===== src/rtl/core/wfqs_pkg.sv =====
// ----------------------------------------------------------------------------
// wfqs_pkg
// Shared types and constants of the weighted fair queue selector.
// ----------------------------------------------------------------------------
package wfqs_pkg;

  localparam int unsigned MaxQueues = 8;
  localparam int unsigned QidW      = 3;
  localparam int unsigned WeightW   = 8;
  localparam int unsigned CountW    = 40;
  localparam int unsigned BytesW    = 16;
  localparam int unsigned ProdW     = CountW + WeightW;
  localparam int unsigned ApbAddrW  = 5;
  localparam int unsigned ApbDataW  = 32;

  localparam logic [CountW-1:0] CountMax = '1;

  // Request type codes.
  localparam logic ReqSelect  = 1'b0;
  localparam logic ReqAccount = 1'b1;

  typedef logic [WeightW-1:0] weight_t;
  typedef weight_t [MaxQueues-1:0] weight_arr_t;

  // Access to the counter memory from the controller.
  typedef struct packed {
    logic              rd_en;
    logic [QidW-1:0]   rd_addr;
    logic              wr_en;
    logic [QidW-1:0]   wr_addr;
    logic [CountW-1:0] wr_data;
  } mem_req_t;

  // A weight register that holds zero acts as weight one.
  function automatic weight_t eff_weight(input weight_t w);
    return (w == '0) ? weight_t'(1) : w;
  endfunction

endpackage


===== src/rtl/core/wfqs_cnt_mem.sv =====
// ----------------------------------------------------------------------------
// wfqs_cnt_mem
// Byte counter memory: one write and one registered read per cycle, with a
// valid flag per entry so that entries never written since reset read zero.
// ----------------------------------------------------------------------------
module wfqs_cnt_mem #(
  parameter int unsigned NumQueues = 8
) (
  input  logic                      clk_i,
  input  logic                      rst_ni,
  input  wfqs_pkg::mem_req_t        req_i,
  output logic [wfqs_pkg::CountW-1:0] rd_data_o
);
  import wfqs_pkg::*;

  localparam int unsigned IdxW = (NumQueues > 1) ? $clog2(NumQueues) : 1;

  logic [CountW-1:0]    mem_q [NumQueues];
  logic [NumQueues-1:0] valid_q;
  logic [CountW-1:0]    rd_data_q;
  logic                 rd_vld_q;

  always_ff @(posedge clk_i) begin
    if (req_i.wr_en) begin
      mem_q[req_i.wr_addr[IdxW-1:0]] <= req_i.wr_data;
    end
    if (req_i.rd_en) begin
      rd_data_q <= mem_q[req_i.rd_addr[IdxW-1:0]];
      rd_vld_q  <= valid_q[req_i.rd_addr[IdxW-1:0]];
    end
  end

  always_ff @(posedge clk_i or negedge rst_ni) begin
    if (!rst_ni) begin
      valid_q <= '0;
    end else if (req_i.wr_en) begin
      valid_q[req_i.wr_addr[IdxW-1:0]] <= 1'b1;
    end
  end

  assign rd_data_o = rd_vld_q ? rd_data_q : '0;

endmodule


===== src/rtl/core/wfqs_cfg.sv =====
// ----------------------------------------------------------------------------
// wfqs_cfg
// APB register file holding the eight queue weights.
// ----------------------------------------------------------------------------
module wfqs_cfg (
  input  logic                          clk_i,
  input  logic                          rst_ni,
  input  logic                          psel,
  input  logic                          penable,
  input  logic                          pwrite,
  input  logic [wfqs_pkg::ApbAddrW-1:0] paddr,
  input  logic [wfqs_pkg::ApbDataW-1:0] pwdata,
  output logic [wfqs_pkg::ApbDataW-1:0] prdata,
  output logic                          pready,
  output wfqs_pkg::weight_arr_t         weights_o
);
  import wfqs_pkg::*;

  weight_arr_t      weight_q;
  logic [QidW-1:0]  reg_idx;

  assign reg_idx = paddr[ApbAddrW-1:2];
  assign pready  = 1'b1;

  always_ff @(posedge clk_i or negedge rst_ni) begin
    if (!rst_ni) begin
      for (int i = 0; i < MaxQueues; i++) begin
        weight_q[i] <= weight_t'(1);
      end
    end else if (psel && penable && pwrite) begin
      weight_q[reg_idx] <= pwdata[WeightW-1:0];
    end
  end

  assign prdata    = ApbDataW'(weight_q[reg_idx]);
  assign weights_o = weight_q;

endmodule


===== src/rtl/core/wfqs_ctrl.sv =====
// ----------------------------------------------------------------------------
// wfqs_ctrl
// Request sequencer: read-modify-write of one counter for an account item,
// and a walk over all counters with a cross-multiply compare for a select.
// ----------------------------------------------------------------------------
module wfqs_ctrl #(
  parameter int unsigned NumQueues = 8
) (
  input  logic                          clk_i,
  input  logic                          rst_ni,
  input  logic                          start_i,
  input  logic                          req_type_i,
  input  logic [wfqs_pkg::MaxQueues-1:0] backlog_mask_i,
  input  logic [wfqs_pkg::QidW-1:0]     queue_id_i,
  input  logic [wfqs_pkg::BytesW-1:0]   byte_count_i,
  input  wfqs_pkg::weight_arr_t         weights_i,
  input  logic [wfqs_pkg::CountW-1:0]   rd_data_i,
  output wfqs_pkg::mem_req_t            mem_req_o,
  output logic                          busy_o,
  output logic                          done_o,
  output logic                          grant_valid_o,
  output logic [wfqs_pkg::QidW-1:0]     grant_queue_o
);
  import wfqs_pkg::*;

  localparam int unsigned IdxW = (NumQueues > 1) ? $clog2(NumQueues) : 1;

  typedef enum logic [1:0] {
    StIdle,
    StAcc,
    StSel
  } state_e;

  state_e              state_q;
  logic [IdxW-1:0]     idx_q;
  logic [QidW-1:0]     qid_q;
  logic [BytesW-1:0]   bytes_q;
  logic [MaxQueues-1:0] mask_q;
  logic                found_q;
  logic [QidW-1:0]     best_q;
  logic [CountW-1:0]   best_cnt_q;
  weight_t             best_w_q;
  logic                done_q;
  logic                grant_valid_q;
  logic [QidW-1:0]     grant_queue_q;

  logic [QidW-1:0]     idx_ext;
  logic                last;
  weight_t             w_cur;
  logic [ProdW-1:0]    lhs;
  logic [ProdW-1:0]    rhs;
  logic                take;
  logic [CountW:0]     sum;
  logic [CountW-1:0]   sat_sum;
  logic                qid_ok;

  assign idx_ext = QidW'(idx_q);
  assign last    = (idx_q == IdxW'(NumQueues - 1));
  assign w_cur   = eff_weight(weights_i[idx_ext]);

  // Exact ratio compare: cnt_i / w_i < best / w_best.
  assign lhs  = ProdW'(rd_data_i) * ProdW'(best_w_q);
  assign rhs  = ProdW'(best_cnt_q) * ProdW'(w_cur);
  assign take = mask_q[idx_ext] && (!found_q || (lhs < rhs));

  assign sum     = {1'b0, rd_data_i} + (CountW + 1)'(bytes_q);
  assign sat_sum = sum[CountW] ? CountMax : sum[CountW-1:0];

  assign qid_ok = ({1'b0, queue_id_i} < (QidW + 1)'(NumQueues));

  always_comb begin
    mem_req_o = '0;
    unique case (state_q)
      StIdle: begin
        mem_req_o.rd_en   = start_i;
        mem_req_o.rd_addr = (req_type_i == ReqAccount) ? queue_id_i : '0;
      end
      StAcc: begin
        mem_req_o.wr_en   = 1'b1;
        mem_req_o.wr_addr = qid_q;
        mem_req_o.wr_data = sat_sum;
      end
      StSel: begin
        // Fetch the next counter while the current one is compared.
        mem_req_o.rd_en   = !last;
        mem_req_o.rd_addr = idx_ext + QidW'(1);
      end
      default: begin
        mem_req_o = '0;
      end
    endcase
  end

  always_ff @(posedge clk_i or negedge rst_ni) begin
    if (!rst_ni) begin
      state_q       <= StIdle;
      done_q        <= 1'b0;
      found_q       <= 1'b0;
      grant_valid_q <= 1'b0;
      grant_queue_q <= '0;
      idx_q         <= '0;
    end else begin
      done_q <= 1'b0;
      unique case (state_q)
        StIdle: begin
          if (start_i) begin
            if (req_type_i == ReqAccount) begin
              qid_q   <= queue_id_i;
              bytes_q <= byte_count_i;
              if (qid_ok) begin
                state_q <= StAcc;
              end
            end else begin
              mask_q  <= backlog_mask_i;
              idx_q   <= '0;
              found_q <= 1'b0;
              state_q <= StSel;
            end
          end
        end
        StAcc: begin
          state_q <= StIdle;
        end
        StSel: begin
          if (take) begin
            found_q    <= 1'b1;
            best_q     <= idx_ext;
            best_cnt_q <= rd_data_i;
            best_w_q   <= w_cur;
          end
          if (last) begin
            done_q        <= 1'b1;
            grant_valid_q <= found_q || take;
            if (take) begin
              grant_queue_q <= idx_ext;
            end else if (found_q) begin
              grant_queue_q <= best_q;
            end else begin
              grant_queue_q <= '0;
            end
            state_q <= StIdle;
          end else begin
            idx_q <= idx_q + IdxW'(1);
          end
        end
        default: begin
          state_q <= StIdle;
        end
      endcase
    end
  end

  assign busy_o        = (state_q != StIdle);
  assign done_o        = done_q;
  assign grant_valid_o = grant_valid_q;
  assign grant_queue_o = grant_queue_q;

endmodule


===== src/rtl/core/weighted_fair_queue_selector_core.sv =====
// Select item: busy after acceptance while all counters are walked, one
// counter read and compared per cycle through the single memory read port;
// done_o strobes in the first cycle with busy low. Account item: busy after
// acceptance for the read, then the write back, if the queue id is in range.
// Results cannot be held off. Reset clears all counters to zero (per-entry
// valid flags) and sets weights to 1.
// ----------------------------------------------------------------------------
// weighted_fair_queue_selector_core
// Grants the backlogged queue with the smallest bytes-sent to weight ratio
// and keeps saturating per-queue byte counters.
// ----------------------------------------------------------------------------
module weighted_fair_queue_selector_core #(
  parameter int unsigned NUM_QUEUES = 8
) (
  input  logic                          clk_i,
  input  logic                          rst_ni,
  input  logic                          psel,
  input  logic                          penable,
  input  logic                          pwrite,
  input  logic [wfqs_pkg::ApbAddrW-1:0] paddr,
  input  logic [wfqs_pkg::ApbDataW-1:0] pwdata,
  output logic [wfqs_pkg::ApbDataW-1:0] prdata,
  output logic                          pready,
  input  logic                          start,
  output logic                          busy,
  input  logic                          req_type_i,
  input  logic [7:0]                    backlog_mask_i,
  input  logic [2:0]                    queue_id_i,
  input  logic [15:0]                   byte_count_i,
  output logic                          done_o,
  output logic                          grant_valid_o,
  output logic [2:0]                    grant_queue_o
);
  import wfqs_pkg::*;

  weight_arr_t       weights;
  mem_req_t          mem_req;
  logic [CountW-1:0] rd_data;

  wfqs_cfg u_cfg (
    .clk_i    (clk_i),
    .rst_ni   (rst_ni),
    .psel     (psel),
    .penable  (penable),
    .pwrite   (pwrite),
    .paddr    (paddr),
    .pwdata   (pwdata),
    .prdata   (prdata),
    .pready   (pready),
    .weights_o(weights)
  );

  wfqs_cnt_mem #(
    .NumQueues(NUM_QUEUES)
  ) u_mem (
    .clk_i    (clk_i),
    .rst_ni   (rst_ni),
    .req_i    (mem_req),
    .rd_data_o(rd_data)
  );

  wfqs_ctrl #(
    .NumQueues(NUM_QUEUES)
  ) u_ctrl (
    .clk_i         (clk_i),
    .rst_ni        (rst_ni),
    .start_i       (start),
    .req_type_i    (req_type_i),
    .backlog_mask_i(backlog_mask_i),
    .queue_id_i    (queue_id_i),
    .byte_count_i  (byte_count_i),
    .weights_i     (weights),
    .rd_data_i     (rd_data),
    .mem_req_o     (mem_req),
    .busy_o        (busy),
    .done_o        (done_o),
    .grant_valid_o (grant_valid_o),
    .grant_queue_o (grant_queue_o)
  );

endmodule


===== config.mk =====
export PLATFORM = sky130hd
export DESIGN_NAME = weighted_fair_queue_selector_core
export DESIGN_NICKNAME = d
export VERILOG_FILES = /design/src/rtl/core/wfqs_pkg.sv /design/src/rtl/core/wfqs_cnt_mem.sv /design/src/rtl/core/wfqs_cfg.sv /design/src/rtl/core/wfqs_ctrl.sv /design/src/rtl/core/weighted_fair_queue_selector_core.sv
export SDC_FILE = /design/constraint.sdc
export NUM_CORES = 2
export LEC_CHECK = 0
export ABC_AREA = 1
export BUFFER_PORTS_ARGS = -buffer_cell sky130_fd_sc_hd__buf_2
export CAP_MARGIN = 40
export CORE_MARGIN = 3
export CORE_UTILIZATION = 59
export DETAILED_ROUTE_END_ITERATION = 10
export PLACE_DENSITY = 0.79
export SYNTH_ARGS = -nofsm -noshare
export SYNTH_HDL_FRONTEND = slang
export SYNTH_HIERARCHICAL = 1
export SYNTH_SLANG_ARGS = --single-unit
export TNS_END_PERCENT = 30

===== constraint.sdc =====
create_clock -name clk_i -period 9.2 [get_ports clk_i]
set_input_delay 1.38 -clock clk_i [delete_from_list [all_inputs] [get_ports clk_i]]
set_output_delay 1.38 -clock clk_i [all_outputs]
set_load 0.01 [all_outputs]

# --- Word level (Yosys, flattened, before mapping) ---
# Memory sizes are Yosys's and may differ from the RTL's. A register that Yosys moved wholly into a read port is not among the register bits.
# Cells that the tools add are included.
# W data, S select, Z words.
op_classes:
  order_cmp: 7
  add_sub_neg: 2
  bitwise_logic: 2
  multipliers: 2
  n_eq_ne: 8
  n_mux: 37
  reduce_logical: 20
op_table:
  columns: ["cell", "count"]
  rows:
  - ["$mul A40 B8 Y48", 2]
  - ["$mux W40", 2]
  - ["$bwmux W64", 1]
  - ["$bmux W8 S3", 2]
  - ["$lt A48 B48 Y1", 1]
  - ["$mux W44", 1]
  - ["$add A40 B16 Y41", 1]
  - ["$mux W8", 4]
  - ["$demux W8 S3", 1]
  - ["$mux W3", 6]
  - ["$lt A3 B4 Y1 const B", 4]
  - ["$reduce_and A4 Y1", 4]
  - ["$mux W1", 10]
  - ["$logic_not A8 Y1", 1]
  - ["$or A8 B8 Y8", 1]
  - ["$pmux W4 S2", 1]
  - ["$bmux W1 S3", 2]
  - ["$ge A3 B1 Y1 const B", 2]
  - ["$mux W2", 3]
  - ["$ne A2 B2 Y1 const B", 3]
  - ["$pmux W3 S2", 1]
  - ["$logic_and A1 B1 Y1", 5]
  - ["$ne A2 B1 Y1 const B", 2]
  - ["$pmux W2 S2", 1]
  - ["other kinds (13)", 17]
word_totals:
  mem_bits_rw: 320
  inputBits: 71
  ff_bits: 162
  n_memories: 1
mem_list:
  columns: ["memory", "depth", "width", "rd", "rd_ports_with_merged_regs", "write_ports", "line_no", "source"]
  rows:
  - ["u_mem.mem_q", 8, 40, 1, 1, 1, "wfqs_cnt_mem.sv:18", "logic [CountW-1:0] mem_q [NumQueues];"]

# --- Longest topological paths before layout ---
logic_depth:
  ltp_word: 10
  mapped_depth: 47
  mapped_depth_nobuf: 45

# --- Hierarchy ---
# Netlist, hierarchy kept.
modules_own_cells:
  columns: ["module", "area_per_inst_um2", "cells_per_inst", "instances", "seq_area_each_um2"]
  rows:
  - ["wfqs_ctrl", 25784.7, 3383, 1, 2617.5]
  - ["wfqs_cnt_mem", 15907.8, 1568, 1, 11040.6]
  - ["wfqs_cfg", 3407.0, 472, 1, 1611.5]

# --- Least setup slack after synthesis ---
# OpenSTA, ideal clock, no wires.
synth_timing:
  kind: "flip-flop to flip-flop"
  startpoint: "register u_ctrl.idx_q[1] (netlist: u_ctrl/idx_ext[1])"
  endpoint: "register u_ctrl.best_cnt_q[0], enable pin"
  stages_incl_launch_ff: 39
  arrival_time_ns: 8.972
  slack_ns: -0.232
  setup_time_ns: 0.460
  n_path_buf: 4
  cell_sequence: "dfrtp_1 > buf_4 > clkbuf_1 > nand3_1 > nand3_1 > nand2_1 > clkbuf_1 > clkbuf_1 > nor2_1 > fa_1 > fa_1 > inv_1 > fa_1 > fa_1 > inv_1 > ha_1 > a21oi_1 > nand2_1 > (+3 left out) > nor2_1 > o21ai_0 > nand2_1 > nand2_1 > nand2_1 > a31oi_1 > o21bai_1 > xnor2_1 > ha_1 > nand2_1 > nor2_1 > a211oi_1 > nor3_1 > a2111oi_0 > nand2_1 > nand2_2 > nand3_1 > nor2_1"
synth_between:
  elab_chain_len: 9
  elab_cells_between_ends: 11
  classes_between: "mul: 1; order compare: 1; mux: 5; reduce/logical: 4"
synth_lines:
  columns: ["item", "line_no", "source"]
  rows:
  - ["start: declaration", "wfqs_ctrl.sv:35", "logic [IdxW-1:0] idx_q;"]
  - ["start signal: assignment", "wfqs_ctrl.sv:143", "idx_q <= idx_q + IdxW'(1);"]
  - ["$bmux W8 S3", "wfqs_ctrl.sv:59", "assign w_cur = eff_weight(weights_i[idx_ext]);"]
  - ["$mux W8 (not written as such)", "wfqs_ctrl.sv:59", null]
  - ["$logic_not A8 Y1", "wfqs_pkg.sv:36", "return (w == '0) ? weight_t'(1) : w;"]
  - ["$mux W8", "wfqs_pkg.sv:36", null]
  - ["$mul A40 B8 Y48", "wfqs_ctrl.sv:63", "assign rhs = ProdW'(best_cnt_q) * ProdW'(w_cur);"]
  - ["$lt A48 B48 Y1", "wfqs_ctrl.sv:64", "assign take = mask_q[idx_ext] && (!found_q || (lhs < rhs));"]
  - ["$logic_or A1 B1 Y1", "wfqs_ctrl.sv:64", null]
  - ["$logic_and A1 B1 Y1 *", "wfqs_ctrl.sv:64", null]
  - ["$reduce_and A3 Y1 (no line) *", null, null]
  - ["end signal: assignment", "wfqs_ctrl.sv:128", "best_cnt_q <= rd_data_i;"]
  - ["end: declaration", "wfqs_ctrl.sv:41", "logic [CountW-1:0] best_cnt_q;"]
# Mark *: on every way between the ends. The rest lies on a longest branch, timed or not. The select of a mux whose other input is x is not followed.
# A chain may end at the register's enable or synchronous reset.

# --- Worst setup path in the final report ---
layout_timing:
  startpoint: "register u_mem.rd_vld_q"
  endpoint: "register u_ctrl.best_cnt_q[36], enable pin"
layout_between:
  elab_chain_len: 6
layout_lines:
  columns: ["item", "line_no", "source"]
  rows:
  - ["start: declaration", "wfqs_cnt_mem.sv:21", "logic rd_vld_q;"]
  - ["start signal: assignment", "wfqs_cnt_mem.sv:29", "rd_vld_q <= valid_q[req_i.rd_addr[IdxW-1:0]];"]
  - ["$mux W40", "wfqs_cnt_mem.sv:41", "assign rd_data_o = rd_vld_q ? rd_data_q : '0;"]
  - ["net rd_data[19]", "weighted_fair_queue_selector_core.sv:38", "logic [CountW-1:0] rd_data;"]
  - ["$mul A40 B8 Y48", "wfqs_ctrl.sv:62", "assign lhs = ProdW'(rd_data_i) * ProdW'(best_w_q);"]
  - ["$lt A48 B48 Y1", "wfqs_ctrl.sv:64", null]
  - ["$logic_or A1 B1 Y1", "wfqs_ctrl.sv:64", null]
  - ["$logic_and A1 B1 Y1", "wfqs_ctrl.sv:64", null]
  - ["$reduce_and A3 Y1 (no line)", null, null]
# The timed path passes the listed nets, and every way through them passes these cells.

==> run summary <==
The run finished with clean final reports. After detailed routing, the number of remaining DRC violations is 0. The width of the die is 282 um, and the number of nets at the end of the flow is 6,146. The class of the most critical setup path was reg -> reg. The routed layout has 35.2k vias. The endpoint class of the critical path was a register. Most common cell in the netlist: sky130_fd_sc_hd__nand2_1.

The slew at the pin with the worst max-slew slack is 0.963 ns. The remaining max-slew budget at the tightest pin was 35.8%. The cell sitting at the root of the clock tree is a sky130_fd_sc_hd__clkbuf_16.

The number of instances in the synthesized netlist was 5,423; the count of buffers inserted at the top-level ports was 58. The tools report the clock buffer count from CTS as 53. The repair_antennas step left the layout with diodes totalling 0. For the leftover overflow at the end of global routing, the log shows 0. Most instantiated flip-flop cell in the synthesis netlist: sky130_fd_sc_hd__edfxtp_1.

The number of failing hold endpoints at the final stage is 0, and the share of cells above drive strength 1 is 5.46%. After detailed routing, the average wire length per cell comes to 17.4 um. Clock-pin slew was measured on the worst setup and hold paths at 0.06 ns.

The final HPWL from detailed placement is 77.7 mm, and the share of the synthesized area in the top cell type is 29.2%. The detail route stage leaves a number of antenna-violating nets equal to 0. The Yosys step of the flow raised 6 warnings. The initial antenna violation count came out at 0. The register bit count reported by yosys was 522; the starting DRC count in detailed routing was 3,192.

Once the floorplan was initialized, standard cells occupied 60.1% of the core. Smallest hold slack: 0.462 ns. The share of the Yosys chip area taken by registers is 33.9%.

Setup repair after global routing left no endpoint under its margin. Data arrives at the worst endpoint at 9.03 ns. The run gives 0.913 as the placer's final routability congestion estimate.

STA classifies the critical path startpoint as a register. At the later pin of the worst-skew pair, clock insertion delay measures 0.63 ns. After synthesis, the most frequently instantiated cells are 1,537 x sky130_fd_sc_hd__nand2_1, 1,160 x sky130_fd_sc_hd__inv_1, 457 x sky130_fd_sc_hd__fa_1. The first TritonRoute pass finished after 5 iterations.

The run gives 55 as the number of unique standard cell types used by synthesis. The number of hold buffers added after CTS was 0. Required time of the critical path: 9.48 ns. The routed design has 112 mm of wire.

The number of global-route vias before repair is 35.5k, and the final-layout setup total negative slack is 0 ns. The floorplan step defined a die boundary enclosing 79,800 um^2. The global-route wire length before repair was 182 mm. Counting I/O delays and the setup requirement, the final critical path takes 8.74 ns.

For the post-layout utilization of the core, the log shows 64.2%. The run gives 0.114 GHz as the maximum achievable frequency. In this run the cell area of the synthesized design comes to 45,100 um^2. The longest clock path from root to sink contains 3 buffers.

The die is 282 um tall. Slowest cell on the critical path: sky130_fd_sc_hd__edfxtp_1. By area the synthesized netlist is led by sky130_fd_sc_hd__edfxtp_1 29%, sky130_fd_sc_hd__fa_1 20%, sky130_fd_sc_hd__nand2_1 13%, sky130_fd_sc_hd__inv_1 9.7%, sky130_fd_sc_hd__ha_1 5.6%. In the final layout, flip-flops and latches occupy 15,300 um^2. The maximum fanout count along the critical path was 43.

The tools report the worst clock skew as 0.0413 ns. CTS saw 522 sinks. The synthesized design contains 439 enable-type register cells. The worst min-delay path class was reg -> reg. Cell family with the largest share of critical-path delay: adder cells. The filler cells instantiated in the layout total 5,995.

Entering global routing, the biggest net connects 84 pins. The combined global-route utilization of all metal layers is 28.6%. Top cell type by total area after synthesis: sky130_fd_sc_hd__edfxtp_1. The floorplan has 100 rows. The number of max-slew violations in the final report is 0, and the area of the multi-input gates is 24,500 um^2.

Each instance of the synthesized netlist takes up on average 8.32 um^2. In this run the count of I/O pins placed on the die edge is 110. The core footprint is 75,100 um^2, and the via density per instance is 5.49. The H-tree generated during clock tree synthesis spans 2 levels. In this design, the stage delay of the slowest critical-path cell is 0.69 ns.

The area growth from synthesis to final layout came out at 6.79%. Dividing the final minimum period by the clock period gives 95.0%. The final-report setup violation count is 0. TritonCTS built the clock tree. The total of max-cap violations was 0; the number of buffer and inverter instances along the worst setup path was 6.

Of all flip-flops after synthesis, the portion carrying an async set or reset was 15.9%.
cells by family after synthesis:
| logic type | after synthesis | share of synthesized area [%] |
|---|---|---|
| buffers and inverters | 1397 | 12.3 |
| xor gates and xnor gates | 111 | 2.16 |
| AOI/OAI and AO/OA | 461 | 5.74 |
| and+or+nand+nor | 2272 | 20.0 |
| adders and majority gates | 658 | 25.9 |
| other | 2 | 0.0167 |
| DFF | 522 | 33.9 |
cells in the final DEF, fill, tap and decap left out, types with 82 or more instances in the layout:
master,n
sky130_fd_sc_hd__o21ai_0,112
sky130_fd_sc_hd__edfxtp_1,439
sky130_fd_sc_hd__ha_1,201
sky130_fd_sc_hd__a21oi_1,177
sky130_fd_sc_hd__inv_1,1159
sky130_fd_sc_hd__nand3_1,233
sky130_fd_sc_hd__fa_1,457
sky130_fd_sc_hd__nand2_1,1531
sky130_fd_sc_hd__nor2_1,414
sky130_fd_sc_hd__buf_4,82
final timing paths:
path | start | to | slack [ns] | cells after the start
max | u_mem/rd_vld_q | u_ctrl/best_cnt_q[36] | 0.46 | 32
min | u_mem/valid_q[0] | u_mem/valid_q[0] | 0.46 | 2
max reg2reg | u_mem/rd_vld_q | u_ctrl/best_cnt_q[36] | 0.46 | 32
min reg2reg | u_mem/valid_q[0] | u_mem/valid_q[0] | 0.46 | 2
max in group asynchronous | rst_ni | u_cfg/weights_o[32] | 7.76 | 3
min in group asynchronous | rst_ni | u_mem/valid_q[4] | 0.58 | 1
sequential cells by signal (all words and copies together), names as in the netlist, 2 cells and up:
| signal | cells |
|---|---|
| u_ctrl/qid_q | 3 |
| u_ctrl/state_q | 2 |
| u_mem/valid_q | 8 |
| u_ctrl/mask_q | 8 |
| u_ctrl/grant_queue_o | 3 |
| u_ctrl/best_q | 3 |
| u_ctrl/best_cnt_q | 40 |
| u_mem/mem_q | 320 |
| u_ctrl/idx_ext | 3 |
| u_ctrl/bytes_q | 16 |
| u_mem/rd_data_q | 40 |
| u_cfg/weights_o | 64 |
| u_ctrl/best_w_q | 8 |
layout make-up:
cell class	instances	share of cell area (%)
multi-input cells	3527	50.8
clock buffers	62	2.91
flip-flops and latches	522	31.7
repair buffers	145	2.15
clock inverters	33	0.748
well taps	969	2.52
inverters	1168	9.13
what timing repair did:
item,CTS,global route
gates resized for setup,0,17
setup endpoints to repair,0,55
buffers inserted,0,1
per-stage QoR:
step                      std cells  area [um^2]  setup slack [ns]
after floorplan                5446        45200             0.612
after global placement         6327        46300             0.458
after CTS                      6425        48100             0.216
final                          6426        48200             0.457
after detailed placement       6330        46300             0.354
after global routing           6426        48200            0.0314
per-layer routing:
metal	track usage [%]	wire length [um]	up-vias	share of wire, %
met3	3.80	9880	245	8.8
met4	10.2	3840	0	3.4
li1	-	-	16500	-
met1	38.7	45000	16900	40
met5	0	0	-	0
met2	47.8	53200	1618	48
worst reg2reg max path, delay by kind of cell, from the launching register on:
kind | cells | cell delay, ns
fa+ha+maj | 6 | 2.66
buf+inv | 6 | 1.44
xor+xnor | 1 | 0.19
simple gates | 9 | 1.08
compound gates | 10 | 2.30
flops | 1 | 0.69
Power is not shown: default switching activity piles up to over one toggle a cycle in this logic, so the estimate is an artifact.
